File: config.mk
export PLATFORM = sky130hd
export DESIGN_NAME = bpps_ram
export DESIGN_NICKNAME = d
export VERILOG_FILES = /design/src/rtl/bpps_ram.sv
export SDC_FILE = /design/constraint.sdc
export NUM_CORES = 1
export LEC_CHECK = 0
export ABC_AREA = 1
export BUFFER_PORTS_ARGS = -buffer_cell sky130_fd_sc_hd__clkbuf_2
export CAP_MARGIN = 20
export CORE_UTILIZATION = 28
export CTS_CLUSTER_DIAMETER = 40
export CTS_CLUSTER_SIZE = 28
export DETAILED_ROUTE_END_ITERATION = 10
export GPL_ROUTABILITY_DRIVEN = 0
export GPL_TIMING_DRIVEN = 1
export SYNTH_ARGS = -nofsm -noshare
export SYNTH_HDL_FRONTEND = slang
export SYNTH_SLANG_ARGS = --single-unit
File: constraint.sdc
create_clock -name clock -period 1.72 [get_ports clock]
set_input_delay 0.172 -clock clock [delete_from_list [all_inputs] [get_ports clock]]
set_output_delay 0.172 -clock clock [all_outputs]
set_load 0.01 [all_outputs]
File: src/rtl/bpps_ram.sv
module bpps_ram #(
   parameter int WIDTH = 8,
   parameter int DEPTH = 16
) (
   input  logic                     clock,
   input  logic                     wr_en,
   input  logic [$clog2(DEPTH)-1:0] wr_addr,
   input  logic [WIDTH-1:0]         wr_data,
   input  logic [$clog2(DEPTH)-1:0] rd_addr,
   output logic [WIDTH-1:0]         rd_data
);

   logic [WIDTH-1:0] mem_ff [DEPTH];
   logic [WIDTH-1:0] rd_data_ff;

   always_ff @(posedge clock) begin
      if (wr_en) begin
         mem_ff[wr_addr] <= wr_data;
      end
      rd_data_ff <= mem_ff[rd_addr];
   end

   assign rd_data = rd_data_ff;

endmodule

==> results.py <==
metrics = {
    "logic_synthesis": {
        "ys.flop_type": "edfxtp_1",
        "synth_cells": 551,
        "synth-edff-count": 128,
        "synth_fp_nets": 569,
        "synth_common_cells": "173 x nand2_1, 128 x edfxtp_1, 100 x inv_1",
        "synth_top_cell_by_area": "edfxtp_1",
        "yosysSeqAreaShare_pct": 69.4,
        "yosysWarnings": 0,
        "synth.cell_area_mm2": 0.00577,
        "synth_top_area_share_pct": 66.7,
        "synth_area_leaders": "edfxtp_1 67%, nand2_1 11%, nand3_1 8.4%",
        "yosys_register_bits": 136,
        "async_reset_ff_share_pct": 0,
        "yosysMostFrequentCell": "nand2_1",
        "syn_area_per_cell_um2": 10.5,
        "yosysUniqueCellTypes": 12,
    },
    "pwr": {
        "p_leak_nw": 2.92,
        "power_frac_seq_pct": 49.6,
        "switching_share_pct": 21.6,
        "p_int_mw": 5.90,
        "peakVddDrop_mv": 1.19,
        "p_clk_share_pct": 44.2,
        "p_sw_mw": 1.63,
        "power.density_mw_per_mm2": 1100,
        "power.share.combinational_pct": 6.2,
    },
    "setup_path": {
        "rrSetupSlack_ns": 0.66,
        "crit_family": "flip-flops",
        "endpoint": "rd_data[2]",
        "worstPathMaxFanout": 1,
        "worstSetupStartpointType": "flip-flop",
        "worstPathArrival_ns": 0.95,
        "path_depth": 1,
        "startpoint": "rd_data[2]$_DFF_P_",
        "cp_slowest_cell": "dfxtp_1",
        "critical_path.max_stage_delay_ns": 0.37,
        "r2r-start": "mem_ff[0][3]$_DFFE_PP_",
        "required_ns": 1.55,
        "crit_buf_inv": 1,
        "crit_type": "flip-flop to output port",
        "reg2reg_to": "rd_data[3]$_DFF_P_",
        "cp_cell_sequence": "clkbuf_2",
        "cp-end-kind": "output port",
        "r2r_cells": 6,
    },
    "floorplan": {
        "start_util_pct": 28.5,
        "dieArea_mm2": 0.0212,
        "rows": 52,
        "die_width_um": 146,
        "core_region_area_mm2": 0.0202,
        "die_y_um": 146,
        "io_pins": 26,
    },
    "grt": {
        "grtUsageTotal_pct": 13.0,
        "grt_max_degree": 65,
        "grt_overflow": 0,
        "grt_pass1_wl_um": 20100,
        "grt_pass1_vias": 3653,
        "grt_antenna_before_repair": 0,
    },
    "detailed_routing": {
        "drt-wirelength-per-cell_um": 14.6,
        "wl_met1_um": 5700,
        "drc": 0,
        "top_layer": "met4",
        "drt-initial-drc-count": 351,
        "wl_met2_um": 6060,
        "firstDrtPassIters": 4,
        "drtAntennaViolNets": 0,
        "num_vias": 3723,
        "routed_wl_um": 12800,
        "vias_per_cell": 4.25,
        "wl_met3_um": 814,
    },
    "sta": {
        "tightestPinTransition_ns": 0.481,
        "fmax_ghz": 0.888,
        "hold_viol": 0,
        "slew_headroom_pct": 67.9,
        "clock_skew_ns": 0.00634,
        "hold_ws_ns": 0.182,
        "tns_ns": 0,
        "maxSlewViolCount": 0,
        "rsz0062_at_grt": "false",
        "layout_min_cycle_time_ns": 1.13,
        "final-setup-viol-count": 0,
        "fin_crit_sh_pct": 65.5,
    },
    "hold_path": {
        "hp-class": "input port to flip-flop",
        "hp-start": "rd_addr[3]",
    },
    "clocking": {
        "cts_resized": 0,
        "htree_levels": 4,
        "clock_latency_ns": 0.42,
        "cts_buffers": 17,
        "clock-root-buffer": "clkbuf_16",
        "clock_path_buffers": 2,
        "postCtsHoldBufs": 0,
        "cts_tree": "built",
        "postCtsSetupBuffers": 0,
        "path_clk_slew_ns": 0.06,
        "clock_sinks": 136,
    },
    "place": {
        "placed_cells": 845,
        "place.port_buffers": 25,
        "post-dp-hpwl_um": 7940,
    },
    "layout": {
        "filler_cell_count": 1997,
        "final_core_util_pct": 33.8,
        "drive_gt1_share_pct": 12.7,
        "finalNetCount": 612,
        "antenna_cells": 0,
        "syn2layout_area_growth_pct": 18.7,
        "instances_no_fill": 877,
    },
    "status": {
        "status": "complete, no violations",
    },
    "flow_run": {
        "cap_violations": 0,
    },
}
[worst register-to-register path, delay by kind of cell, from the launching register on]
kind	cells	cell delay [ns]
DFF	1	0.35
buffers and inverters	1	0.06
and+or+nand+nor	5	0.56
[kinds of logic after synthesis]
logic type	synth area share, %
buf+inv	9.52
simple gates	21.0
flops	69.4
[cell usage in the layout, fill, tap and decap left out]
| cell | count |
|---|---|
| nand2_1 | 173 |
| edfxtp_1 | 128 |
| inv_1 | 100 |
| nand3_1 | 97 |
| clkbuf_2 | 25 |
| buf_4 | 18 |
| nor2_1 | 17 |
| clkbuf_16 | 17 |
| dfxtp_1 | 8 |
| buf_12 | 5 |
| clkbuf_1 | 4 |
| clkinv_2 | 4 |
| clkinvlp_4 | 3 |
| inv_2 | 2 |
| nand3b_1 | 2 |
| clkbuf_8 | 2 |
| bufinv_16 | 1 |
| clkinv_1 | 1 |
[registers in the layout, indices dropped and copies added (netlist names)]
name and flops:
rd_data 8, mem_ff 128
[metrics by stage]
stage / setup WS [ns] / total power [mW] / cell area, µm²
after floorplan: 0.597 / 4.06 / 5770
after global placement: 0.336 / 4.27 / 6300
after detailed placement: 0.294 / 4.28 / 6300
after CTS: 0.587 / 7.59 / 6840
after global routing: 0.575 / 7.79 / 6840
final: 0.593 / 7.53 / 6840
[worst min-delay path by stage]
stage                                  end  slack (ns)  depth (start not counted)
floorplan           mem_ff[0][0]$_DFFE_PP_        0.27                          0
CTS                     rd_data[7]$_DFF_P_        0.15                          3
detailed placement              rd_data[6]        0.57                          1
global route            rd_data[7]$_DFF_P_        0.17                          3
global placement                rd_data[6]        0.57                          1
finish                  rd_data[3]$_DFF_P_        0.18                          3
[metal layers]
metal	vias to the layer above	GRT usage [%]
li1	1858	-
met1	1746	16.9
met2	102	20.3
met3	17	3.48
met4	0	5.84
met5	-	0
[power by group through the flow]
stage	clock [mW]	sequential, mW	combinational, mW
6_report	3.33	3.73	0.469
5_1_grt	3.53	3.74	0.524
4_1_cts	3.38	3.73	0.477
3_5_place_dp	0	3.80	0.476
3_3_place_gp	0	3.80	0.472
2_1_floorplan	0	3.80	0.261
[cell type report]
class,count,area (µm²),share of cell area (%)
tap,270,338,4.94
inverter,102,383,5.60
multi-input combinational,289,1210,17.7
timing repair buffer,48,360,5.27
clock buffer,23,468,6.84
sequential,136,4000,58.5
clock inverter,9,76.3,1.12
Power figures use the tool's default switching activity.
