===== config.mk =====
export PLATFORM = sky130hd
export DESIGN_NAME = bpps_prr_div
export DESIGN_NICKNAME = d
export VERILOG_FILES = /design/src/rtl/bpps_prr_div.sv
export SDC_FILE = /design/constraint.sdc
export NUM_CORES = 1
export LEC_CHECK = 0
export BUFFER_PORTS_ARGS = -buffer_cell sky130_fd_sc_hd__buf_4
export CAP_MARGIN = 20
export CORE_MARGIN = 4
export CORE_UTILIZATION = 40
export DETAILED_ROUTE_END_ITERATION = 12
export PLACE_DENSITY = 0.56
export SYNTH_ARGS = -nofsm -noshare
export SYNTH_HDL_FRONTEND = slang
export SYNTH_SLANG_ARGS = --single-unit

===== constraint.sdc =====
create_clock -name clock -period 8.3 [get_ports clock]
set_input_delay 1.245 -clock clock [delete_from_list [all_inputs] [get_ports clock]]
set_output_delay 1.245 -clock clock [all_outputs]
set_load 0.01 [all_outputs]

===== src/rtl/bpps_prr_div.sv =====
// restoring divider: percent = min(100, received*100 / expected), one bit a cycle
module bpps_prr_div (
   input  logic        clock,
   input  logic        reset,
   input  logic        start,
   input  logic [31:0] received,
   input  logic [31:0] expected,
   output logic        done,
   output logic [6:0]  prr
);

   logic [38:0] num_ff, num_in;
   logic [32:0] rem_ff, rem_in;
   logic [31:0] den_ff, den_in;
   logic [5:0]  cnt_ff, cnt_in;
   logic        busy_ff, busy_in;
   logic        done_ff, done_in;
   logic [38:0] quo_ff, quo_in;
   logic [33:0] trial;
   logic [38:0] prod;

   // received * 100 as a 39-bit product
   assign prod = {7'd0, received} * 39'd100;

   always_comb begin
      num_in  = num_ff;
      rem_in  = rem_ff;
      den_in  = den_ff;
      cnt_in  = cnt_ff;
      busy_in = busy_ff;
      quo_in  = quo_ff;
      done_in = 1'b0;
      trial   = '0;
      if (start) begin
         num_in  = prod;
         rem_in  = '0;
         den_in  = expected;
         cnt_in  = 6'd39;
         quo_in  = '0;
         busy_in = 1'b1;
      end else if (busy_ff) begin
         trial  = {rem_ff, num_ff[38]} - {2'b00, den_ff};
         num_in = {num_ff[37:0], 1'b0};
         if (!trial[33]) begin
            rem_in = trial[32:0];
            quo_in = {quo_ff[37:0], 1'b1};
         end else begin
            rem_in = {rem_ff[31:0], num_ff[38]};
            quo_in = {quo_ff[37:0], 1'b0};
         end
         cnt_in = cnt_ff - 6'd1;
         if (cnt_ff == 6'd1) begin
            busy_in = 1'b0;
            done_in = 1'b1;
         end
      end
   end

   always_ff @(posedge clock) begin
      if (reset) begin
         busy_ff <= 1'b0;
         done_ff <= 1'b0;
         cnt_ff  <= '0;
      end else begin
         busy_ff <= busy_in;
         done_ff <= done_in;
         cnt_ff  <= cnt_in;
      end
      num_ff <= num_in;
      rem_ff <= rem_in;
      den_ff <= den_in;
      quo_ff <= quo_in;
   end

   assign done = done_ff;
   assign prr  = (den_ff == 32'd0) ? 7'd0 :
                 (quo_ff > 39'd100) ? 7'd100 : quo_ff[6:0];

endmodule

==> results.ini, run 1 <==
[outcome]
outcome = completed

[synthesis]
ys_dominant_reg_cell = sky130_fd_sc_hd__dfxtp_1
synthArstFlopShare_pct = 0
synth_edf_count = 69
yosysSeqAreaShare_pct = 32.18
syn_area_per_cell_um2 = 9.032
synthesis.yosys.warnings = 0
synth.ff_latch_count = 149
synth_fp_nets = 1493
yosys.cell_types.count = 67
netlist_instances = 1264
syn_area_um2 = 11420

[clock_tree]
path_clk_slew_ps = 70
insertion_delay_ps = 440
setup_repair_bufs_after_cts = 0
htree_levels = 4
clockRootBuffer = sky130_fd_sc_hd__clkbuf_16
cts_tree = yes
holdBufCountCts = 0
cts_resized = 0
cts-root-to-sink-buffers = 2
clock-sinks = 149
num_cts_buffers = 17

[layout]
fin_area_um2 = 12900
area.growth.synth_to_final_pct = 13.03
fin_cells = 1706
final_core_utilization_pct = 46.19
layout_cells_sized_above_1_pct = 10.47
n_antenna_cell = 0
number_of_nets_in_the_layout = 1544

[detailed_routing]
post-route-drc-count = 0
drt_first_iter_violations = 441
antenna_left = 0
finalWirelength_um = 24640
detail_route.first_pass.iterations = 5
avgRoutedWirePerCell_um = 14.44
vias_per_cell = 5.220
num_vias = 8905

[sta]
tightest_slew_ps = 1004
fmaxAchievable_ghz = 0.2100
report.final.slew_viol_count = 0
finalSetupViolations = 0
timing.final.hold_violations = 0
timing.clock.skew_ps = 12.64
timing.slew.headroom_pct = 33.09
setup_tns_ps = 0
min_period_over_period_pct = 57.38
fin_hold_ws_ps = 497.8
rsz_0062_raised_after_global_routing = no
min_period_ps = 4763

[floorplanning]
start_util_pct = 40.87
rows = 61
die-width_um = 176.9
dieHeight_um = 176.9
num_io_pins = 75
core_area_um2 = 27930
design.die.area_um2 = 31310

[worst_setup_path]
worstPathMaxFanout = 4
cp_most_frequent_cell = sky130_fd_sc_hd__ha_1
timing.critical_path.cells = buf_4 > ha_1 > ha_1 > inv_1 > fa_1 > inv_1 > ha_1 > o211ai_1 > o21a_1 > a21oi_1 > o21ai_0 > a211o_1 > a311o_1 > a2111o_1 > o311ai_0
critPathKind = in -> reg
timing.critical_path.to_type = flop
worst_ep_required_time_ps = 8530
worst_path_largest_cell_delay_ps = 490
cp.arrival_ps = 4990
worstSetupStartpointType = input pin
timing.critical_path.slowest_stage_cell = sky130_fd_sc_hd__fa_1

[power]
p_leak_nw = 5.946
cellPowerDensity_nw_per_um2 = 206.8
ir_drop_uv = 143.2

[global_routing]
grt_antenna_before_repair = 0
grt_use_met2_pct = 26.36
globalRouteOverflowTotal = 0
grt_start_max_net_pins = 88
gr-usage-met3_pct = 2.948
total_global_routing_track_utilization_pct = 16.24
first_pass_grt_wire_length_um = 42210
gr-max-usage-layer = met2
via_count_of_the_first_global_routing_pass = 8782
groute.layer.met1.usage_pct = 22.30

[placement]
dp_cells = 1674
place_congestion = 0.8706
placement.cell_area_um2 = 12320
detailed_place_hpwl_um = 18450
port-buffer-count = 74

[flow_run]
timing.max_cap.violations = 0

[min_path]
worst_hold_path_type = reg -> reg

## power by group
group / switching (mW) / internal, mW
registers: 0.0452 / 0.887
clock network: 0.352 / 0.428
logic: 0.540 / 0.416
## final timing paths
kind / startpoint / endpoint / slack (ps) / cells past startpoint
setup / recovery: received[3] / num_ff[35]$_DFFE_PP_ / 3540 / 15
hold / removal: quo_ff[38]$_SDFFE_PP0P_ / quo_ff[38]$_SDFFE_PP0P_ / 500 / 2
setup reg to reg: den_ff[18]$_DFFE_PP_ / rem_ff[11]$_SDFFE_PP0P_ / 4760 / 11
hold reg to reg: quo_ff[38]$_SDFFE_PP0P_ / quo_ff[38]$_SDFFE_PP0P_ / 500 / 2
## cells by family (layout without fill, tap and decap cells)
family	count (synthesis)	in the layout	share of synthesized area, %
AOI/OAI and AO/OA	278	278	17.03
and+or+nand+nor	341	341	14.47
buffers and inverters	227	291	7.552
muxes	66	66	6.028
xor gates and xnor gates	41	41	3.146
DFF	149	149	32.18
adders and majority gates	162	162	19.60
## Yosys cell counts (4+ instances only)
cell,instances,area [um2]
sky130_fd_sc_hd__inv_1,182,683.2
sky130_fd_sc_hd__ha_1,134,1677
sky130_fd_sc_hd__nor2_1,102,382.9
sky130_fd_sc_hd__nand2_1,86,322.8
sky130_fd_sc_hd__dfxtp_1,80,1602
sky130_fd_sc_hd__edfxtp_1,69,2072
sky130_fd_sc_hd__a21oi_1,63,315.3
sky130_fd_sc_hd__mux2i_1,44,440.4
sky130_fd_sc_hd__o21ai_0,40,200.2
sky130_fd_sc_hd__clkbuf_1,37,138.9
sky130_fd_sc_hd__a21o_1,36,270.3
sky130_fd_sc_hd__fa_1,28,560.5
sky130_fd_sc_hd__nor3_1,28,140.1
sky130_fd_sc_hd__xnor2_1,25,219.0
sky130_fd_sc_hd__a311oi_1,24,210.2
sky130_fd_sc_hd__mux2_2,22,247.7
sky130_fd_sc_hd__nor4_1,20,125.1
sky130_fd_sc_hd__nand3_1,16,80.08
sky130_fd_sc_hd__xor2_1,16,140.1
sky130_fd_sc_hd__nand2b_1,15,93.84
sky130_fd_sc_hd__nand3b_1,14,105.1
sky130_fd_sc_hd__nand4_1,13,81.33
sky130_fd_sc_hd__a211oi_1,12,90.09
sky130_fd_sc_hd__a31oi_1,12,75.07
sky130_fd_sc_hd__o211ai_1,11,82.58
sky130_fd_sc_hd__o21a_1,11,82.58
sky130_fd_sc_hd__and2_1,10,62.56
sky130_fd_sc_hd__o31ai_1,8,60.06
sky130_fd_sc_hd__or3_1,8,50.05
sky130_fd_sc_hd__and3_1,7,43.79
sky130_fd_sc_hd__a211o_1,6,52.55
sky130_fd_sc_hd__nor2b_1,6,37.54
sky130_fd_sc_hd__o21bai_1,6,45.04
sky130_fd_sc_hd__buf_1,5,18.77
sky130_fd_sc_hd__nor3b_1,5,37.54
sky130_fd_sc_hd__a21boi_0,4,30.03
sky130_fd_sc_hd__o311ai_0,4,35.03
## area by class of cell
| type | instances | area [um2] |
|---|---|---|
| Sequential cell | 149 | 3677 |
| Clock inverter | 15 | 160.2 |
| Timing Repair Buffer | 77 | 578.1 |
| Multi-Input combinational cell | 888 | 6907 |
| Clock buffer | 17 | 425.4 |
| Inverter | 182 | 683.2 |
| Fill cell | 2747 | 15030 |
| Tap cell | 378 | 473.0 |
## metrics by stage
step | power, mW | setup slack (ps)
floorplan | 1.676 | 3634
global placement | 1.894 | 3189
detailed placement | 1.904 | 3105
CTS | 2.698 | 3551
global route | 2.871 | 3272
finish | 2.669 | 3537
## placed cells by master, fill, tap and decap left out, types with 10 or more instances in the layout
master	Yosys	layout
sky130_fd_sc_hd__nand3_1	16	16
sky130_fd_sc_hd__xor2_1	16	16
sky130_fd_sc_hd__inv_1	182	182
sky130_fd_sc_hd__nand4_1	13	13
sky130_fd_sc_hd__a21o_1	36	36
sky130_fd_sc_hd__a311oi_1	24	24
sky130_fd_sc_hd__xnor2_1	25	23
sky130_fd_sc_hd__buf_4	0	77
sky130_fd_sc_hd__nor4_1	20	20
sky130_fd_sc_hd__mux2i_1	44	44
sky130_fd_sc_hd__a211oi_1	12	12
sky130_fd_sc_hd__dfxtp_1	80	79
sky130_fd_sc_hd__and2_1	10	10
sky130_fd_sc_hd__nand3b_1	14	14
sky130_fd_sc_hd__nand2_1	86	86
sky130_fd_sc_hd__edfxtp_1	69	69
sky130_fd_sc_hd__nor3_1	28	28
sky130_fd_sc_hd__o21a_1	11	11
sky130_fd_sc_hd__ha_1	134	134
sky130_fd_sc_hd__nand2b_1	15	15
sky130_fd_sc_hd__mux2_2	22	22
sky130_fd_sc_hd__fa_1	28	28
sky130_fd_sc_hd__clkbuf_16	0	17
sky130_fd_sc_hd__nor2_1	102	102
sky130_fd_sc_hd__a21oi_1	63	63
sky130_fd_sc_hd__o21ai_0	40	40
sky130_fd_sc_hd__a31oi_1	12	12
sky130_fd_sc_hd__o211ai_1	11	11
## worst max-delay path: cells and delay by family
kind	cells	cell delay, ps
adder cells (fa/ha/maj)	4	1390
buffers and inverters	3	210
AO/OA/AOI/OAI	8	2140
## sequential cells by signal, summed over array words and instances (netlist names)
signal   flops
den_ff      32
busy_ff      1
done         1
quo_ff      39
cnt_ff       6
rem_ff      33
num_ff      37
## metal layers
| metal | up-vias | wire (um) |
|---|---|---|
| met5 | - | 0 |
| met3 | 22 | 670 |
| li1 | 4599 | - |
| met2 | 94 | 11470 |
| met4 | 0 | 461 |
| met1 | 4190 | 12040 |
Power figures use the tool's default switching activity.
==> run 2: changes to the inputs <==
ABC_AREA = 1   (was unset)
PLACE_DENSITY = 0.55   (was 0.56)
clock period = 4.45 ns   (was 8.3 ns; I/O delays follow)
==> run 2 against run 1 <==
Die area is 9.7% higher. Synthesized area is 10% higher. Global-route usage is 2.9 points higher. Register-to-register slack worse by 3200 ps. Largest power group is now registers. Critical path type unchanged. Total power is 73% higher. Clock-buffer cell count stayed put. Final area is 9.6% higher. Clock skew is 4.5 ps lower. Synthesized cell count is 42% higher. Largest cell class unchanged. Sequential power is 76% higher. Non-clock buffer count is 5 higher. Worst hold slack worse by 98 ps.
==> results.ini, run 2 <==
[layout]
layout_commonest_cell = sky130_fd_sc_hd__nand2_1
final_cell_mix = 531 x sky130_fd_sc_hd__nand2_1, 380 x sky130_fd_sc_hd__inv_1, 134 x sky130_fd_sc_hd__ha_1, 116 x sky130_fd_sc_hd__nand3_1, 106 x sky130_fd_sc_hd__nor2_1
area.growth.synth_to_final_pct = 12.45
largestRegisters = quo_ff (39), num_ff (37), rem_ff (33)
largest_reg_flops = 39
n_antenna_cell = 0
number_of_nets_in_the_layout = 2094
layout_cells_sized_above_1_pct = 8.839
largest-register = quo_ff
final_core_utilization_pct = 45.88

[global_routing]
grt_antenna_before_repair = 0
grt_start_max_net_pins = 51
first_pass_grt_wire_length_um = 53120
via_count_of_the_first_global_routing_pass = 10870
globalRouteOverflowTotal = 0
total_global_routing_track_utilization_pct = 19.17

[clock_tree]
cts-root-to-sink-buffers = 2
setup_repair_bufs_after_cts = 0
num_cts_buffers = 17
cts_resized = 0
insertion_delay_ps = 440
clockRootBuffer = sky130_fd_sc_hd__clkbuf_16
path_clk_slew_ps = 70
htree_levels = 4
holdBufCountCts = 0
clock-sinks = 149
cts_tree = yes

[min_path]
worst_hold_path_type = in -> reg

[floorplanning]
die-width_um = 185.3
core_area_um2 = 30830
design.die.area_um2 = 34350
rows = 64
start_util_pct = 40.80
num_io_pins = 75
dieHeight_um = 185.3

[detailed_routing]
drt_first_iter_violations = 523
antenna_left = 0
num_vias = 11030
detail_route.first_pass.iterations = 5
vias_per_cell = 4.851
finalWirelength_um = 32200
avgRoutedWirePerCell_um = 14.16
post-route-drc-count = 0

[sta]
min_period_over_period_pct = 80.68
timing.final.hold_violations = 0
timing.clock.skew_ps = 8.179
tightest_slew_ps = 935.4
timing.slew.headroom_pct = 37.55
min_period_ps = 3590
fmaxAchievable_ghz = 0.2785
rsz_0062_raised_after_global_routing = no
setup_tns_ps = 0
finalSetupViolations = 0
report.final.slew_viol_count = 0
fin_hold_ws_ps = 400.1

[worst_setup_path]
worstPathMaxFanout = 6
worstSetupStartpointType = input pin
cp.arrival_ps = 3790
timing.critical_path.to_type = flop
worst_ep_required_time_ps = 4650
critPathKind = in -> reg
worst_path_largest_cell_delay_ps = 520
timing.critical_path.cells = buf_4 > ha_1 > ha_1 > fa_1 > ha_1 > nand2_1 > nand3_1 > inv_1 > nor2_1 > nor2_1 > o21ai_0 > nand3_1 > nand2_1 > nand2_1 > nand3_1 > nand2_1
cp_most_frequent_cell = sky130_fd_sc_hd__nand2_1
timing.critical_path.slowest_stage_cell = sky130_fd_sc_hd__o21ai_0

[power]
internal_power_mw = 2.910
p_leak_nw = 7.502
p_clk_share_pct = 31.8
power.net_switching_mw = 1.717
p_comb_share_pct = 32.7
power.switching_fraction_pct = 37.10
cellPowerDensity_nw_per_um2 = 327.1
power.share.sequential_pct = 35.4
ir_drop_uv = 261.4

[placement]
place_congestion = 0.9576
detailed_place_hpwl_um = 26260
port-buffer-count = 74

[flow_run]
timing.max_cap.violations = 0

[synthesis]
synthesis.yosys.warnings = 0
netlist_instances = 1797
post-synth-top-count-cell = sky130_fd_sc_hd__nand2_1
synth.ff_latch_count = 149
yosysSeqAreaShare_pct = 29.21
synth_fp_nets = 2026
synthArstFlopShare_pct = 0
yosys-top-cells-count = 531 x sky130_fd_sc_hd__nand2_1, 381 x sky130_fd_sc_hd__inv_1, 134 x sky130_fd_sc_hd__ha_1, 116 x sky130_fd_sc_hd__nand3_1, 107 x sky130_fd_sc_hd__nor2_1
syn_area_um2 = 12580
post_synth_main_area_contributors = sky130_fd_sc_hd__edfxtp_1 16%, sky130_fd_sc_hd__nand2_1 16%, sky130_fd_sc_hd__ha_1 13%
largest_area_contributor_in_the_netlist = sky130_fd_sc_hd__edfxtp_1
yosys.cell_types.count = 46
syn_area_per_cell_um2 = 7.000
synth_top_area_share_pct = 16.47
ys_dominant_reg_cell = sky130_fd_sc_hd__dfxtp_1
synth_edf_count = 69

[outcome]
outcome = completed

run 2: worst max-delay path: cells and delay by family:
family	cells	cell delay, ps
adders and majority gates	4	1510
and+or+nand+nor	9	890
buffers and inverters	2	210
AOI/OAI and AO/OA	1	520
run 2: kinds of logic (layout without fill, tap and decap cells):
logic type	after synthesis	count (layout)	synth area share, %
AO/OA/AOI/OAI	171	171	7.799
XOR/XNOR	27	27	1.880
adder cells (fa/ha/maj)	162	162	17.79
buffers and inverters	419	500	13.06
flip-flops	149	149	29.21
AND/OR/NAND/NOR	869	869	30.27
run 2: power by group through the flow:
| stage | combinational, mW | clock [mW] | sequential [mW] |
|---|---|---|---|
| 2_1_floorplan | 1.10 | 0 | 1.65 |
| 3_3_place_gp | 1.52 | 0 | 1.67 |
| 3_5_place_dp | 1.52 | 0 | 1.67 |
| 4_1_cts | 1.52 | 1.52 | 1.64 |
| 5_1_grt | 1.75 | 1.58 | 1.65 |
| 6_report | 1.52 | 1.47 | 1.64 |
run 2: layout make-up:
type | instances | area [um2]
timing repair buffer | 82 | 635.6
fill | 3267 | 16680
inverter | 386 | 1449
tap | 396 | 495.5
clock inverter | 15 | 201.4
sequential | 149 | 3674
multi-input combinational | 1229 | 7264
clock buffer | 17 | 425.4
run 2: through the flow:
step                      setup slack, ps  instance area [um2]  instances  total power, mW
final                               859.7                14140       2274            4.627
after global placement              565.1                13490       2241            3.185
after floorplan                      1063                12580       1797            2.747
after global routing                702.1                14140       2274            4.980
after detailed placement            471.9                13490       2241            3.184
after CTS                           926.8                14120       2273            4.683
run 2: final timing paths:
check	to	slack [ps]	from	depth (start not counted)
max	num_ff[27]$_DFFE_PP_	860	received[2]	16
min	den_ff[19]$_DFFE_PP_	400	expected[19]	1
max reg2reg	rem_ff[29]$_SDFFE_PP0P_	1600	den_ff[5]$_DFFE_PP_	14
min reg2reg	rem_ff[4]$_SDFFE_PP0P_	480	rem_ff[4]$_SDFFE_PP0P_	2
run 2: routing by layer:
layer  vias to the layer above  routed length [um]  track usage, %  part of all wire (%)
li1                       5843                   -               -                     -
met1                      4974               15010           24.47                    47
met2                       169               15500           33.62                    48
met3                        46                 854           2.553                   2.7
met4                         0                 843           6.019                   2.6
met5                         -                   0               0                     0
==> run 3: changes to the inputs <==
clock period = 3.6 ns   (was 4.45 ns; I/O delays follow)
==> run 3 against run 2 <==
Critical path depth is the same. First-iteration DRC count grew 2.7%. Die area is the same. Non-clock buffer count grew 72. Final area grew 3.3%. Global-route usage grew 0.38 points. Total power grew 29%. Critical endpoint is now num_ff[31]$_DFFE_PP_. Clock power grew 20%. Via count grew 2.2%.
==> results.ini, run 3 (synthesized netlist as in run 2, its figures left out) <==
[power]
power.switching_fraction_pct = 35.19
power.share.sequential_pct = 34.0
p_clk_share_pct = 29.5
cellPowerDensity_nw_per_um2 = 407.7
p_leak_nw = 7.824
internal_power_mw = 3.861
p_comb_share_pct = 36.5
power.net_switching_mw = 2.096
ir_drop_uv = 315.2
post-layout-total-power_mw = 5.957

[worst_setup_path]
timing.critical_path.to_type = flop
timing.critical_path.slowest_stage_cell = sky130_fd_sc_hd__fa_1
worstPathMaxFanout = 4
worstReg2RegStart = den_ff[7]$_DFFE_PP_
worst_ep_required_time_ps = 3780
r2r_setup_slack_ps = 910
worst_path_largest_cell_delay_ps = 490
rr_worst_depth = 17
cp.arrival_ps = 3560
cp_num_buf_inv = 4
timing.critical_path.cells = buf_4 > ha_1 > ha_1 > inv_1 > fa_1 > inv_1 > ha_1 > nand2_1 > nor2_1 > inv_1 > nor3_1 > nand3_1 > nand3_1 > nand2_1 > nand3_1 > nand2_1
cp_top_family = adder cells
worstSetupStartpointType = input pin
regToRegEndpoint = rem_ff[29]$_SDFFE_PP0P_
critPathKind = in -> reg

[detailed_routing]
vias_per_cell = 4.807
num_vias = 11280
finalWirelength_um = 33160
antenna_left = 0
detail_route.first_pass.iterations = 6
drt_first_iter_violations = 537
avgRoutedWirePerCell_um = 14.13
post-route-drc-count = 0

[global_routing]
total_global_routing_track_utilization_pct = 19.55
grt_antenna_before_repair = 0
grt_start_max_net_pins = 60
via_count_of_the_first_global_routing_pass = 11130
globalRouteOverflowTotal = 0
first_pass_grt_wire_length_um = 54070

[outcome]
outcome = completed

[layout]
num-fill-cells = 3248
fin_cells = 2346
area.growth.synth_to_final_pct = 16.17
n_antenna_cell = 0
layout.area.seq_um2 = 3674
final_cell_mix = 531 x sky130_fd_sc_hd__nand2_1, 380 x sky130_fd_sc_hd__inv_1, 154 x sky130_fd_sc_hd__buf_4, 134 x sky130_fd_sc_hd__ha_1, 116 x sky130_fd_sc_hd__nand3_1
largest_reg_flops = 39
largest-register = quo_ff
number_of_nets_in_the_layout = 2166
layout_cells_sized_above_1_pct = 12.10
fin_area_um2 = 14610
largestRegisters = quo_ff (39), num_ff (37), rem_ff (33)
multi_input_area_um2 = 7264
layout_commonest_cell = sky130_fd_sc_hd__nand2_1

[placement]
detailed_place_hpwl_um = 26770
dp_cells = 2314
placement.cell_area_um2 = 14040
port-buffer-count = 74
dp_slack_ps = -310.3
place_congestion = 0.9381

[flow_run]
timing.max_cap.violations = 0

[min_path]
worst_hold_path_type = in -> reg
hold_end = den_ff[8]$_DFFE_PP_
worstHoldPathCells = 1
worst_hold_startpoint = expected[8]

[sta]
min_period_ps = 3380
finalSetupViolations = 0
minimum_setup_slack_in_the_final_design_ps = 220.3
report.final.slew_viol_count = 0
rsz_0062_raised_after_global_routing = no
min_period_over_period_pct = 93.88
tightest_slew_ps = 1013
timing.clock.skew_ps = 14.33
timing.slew.headroom_pct = 32.41
fmaxAchievable_ghz = 0.2959
timing.final.hold_violations = 0

[clock_tree]
cts_resized = 0
setup_repair_bufs_after_cts = 0
cts-root-to-sink-buffers = 2
insertion_delay_ps = 440
num_cts_buffers = 17
holdBufCountCts = 0
clock-sinks = 149
clockRootBuffer = sky130_fd_sc_hd__clkbuf_16
path_clk_slew_ps = 60
htree_levels = 4
cts_tree = yes

[floorplanning]
rows = 64
core_area_um2 = 30830
die-width_um = 185.3
design.die.area_um2 = 34350
num_io_pins = 75
start_util_pct = 40.80
dieHeight_um = 185.3

run 3: changes by cell type in the layout (fill, tap and decap cells not counted):
cell and delta:
sky130_fd_sc_hd__clkinv_2 +1, sky130_fd_sc_hd__clkinv_8 -7, sky130_fd_sc_hd__buf_4 +73, sky130_fd_sc_hd__inv_12 -1
sky130_fd_sc_hd__clkinv_4 +4, sky130_fd_sc_hd__buf_16 -1, sky130_fd_sc_hd__clkinv_1 +1, sky130_fd_sc_hd__clkbuf_1 +1
sky130_fd_sc_hd__bufinv_16 +1
run 3: through the flow:
step,hold WS [ps],util (%),TNS (ps)
global route,254.6,47.40,0
detailed placement,465.9,45.54,-1002
CTS,250.4,47.40,0
finish,277.7,47.40,0
floorplan,448.8,-,0
global placement,462.7,45.54,-697.9
run 3: worst max-delay path by stage:
stage	from	to	slack, ps	depth (start not counted)
after floorplan	received[6]	num_ff[19]$_DFFE_PP_	340	15
after global placement	received[19]	num_ff[31]$_DFFE_PP_	-350	16
after detailed placement	received[20]	num_ff[31]$_DFFE_PP_	-310	16
after CTS	received[19]	num_ff[31]$_DFFE_PP_	160	16
after global routing	received[20]	num_ff[31]$_DFFE_PP_	10	16
final	received[19]	num_ff[31]$_DFFE_PP_	220	16
run 3: power groups by stage:
stage                     registers, mW  logic, mW  clock network (mW)
after floorplan                    2.04       1.36                   0
after global placement             2.06       2.18                   0
after detailed placement           2.06       2.18                   0
after CTS                          2.03       2.19                1.81
after global routing               2.04       2.49                1.86
final                              2.02       2.17                1.76
run 3: area by class of cell:
type / instances / share of cell area [%]
clock inverters: 14 / 0.9932
clock buffers: 18 / 2.937
flip-flops and latches: 149 / 25.14
repair buffers: 154 / 7.912
multi-input cells: 1229 / 49.71
well taps: 396 / 3.391
inverters: 386 / 9.915
run 3: metal layers:
metal  up-vias  share of wire (%)  track usage (%)
met2       191                 49            34.84
met5         -                  0                0
met4         0                2.2            5.931
li1       5981                  -                -
met1      5069                 45            24.47
met3        37                3.6            2.749
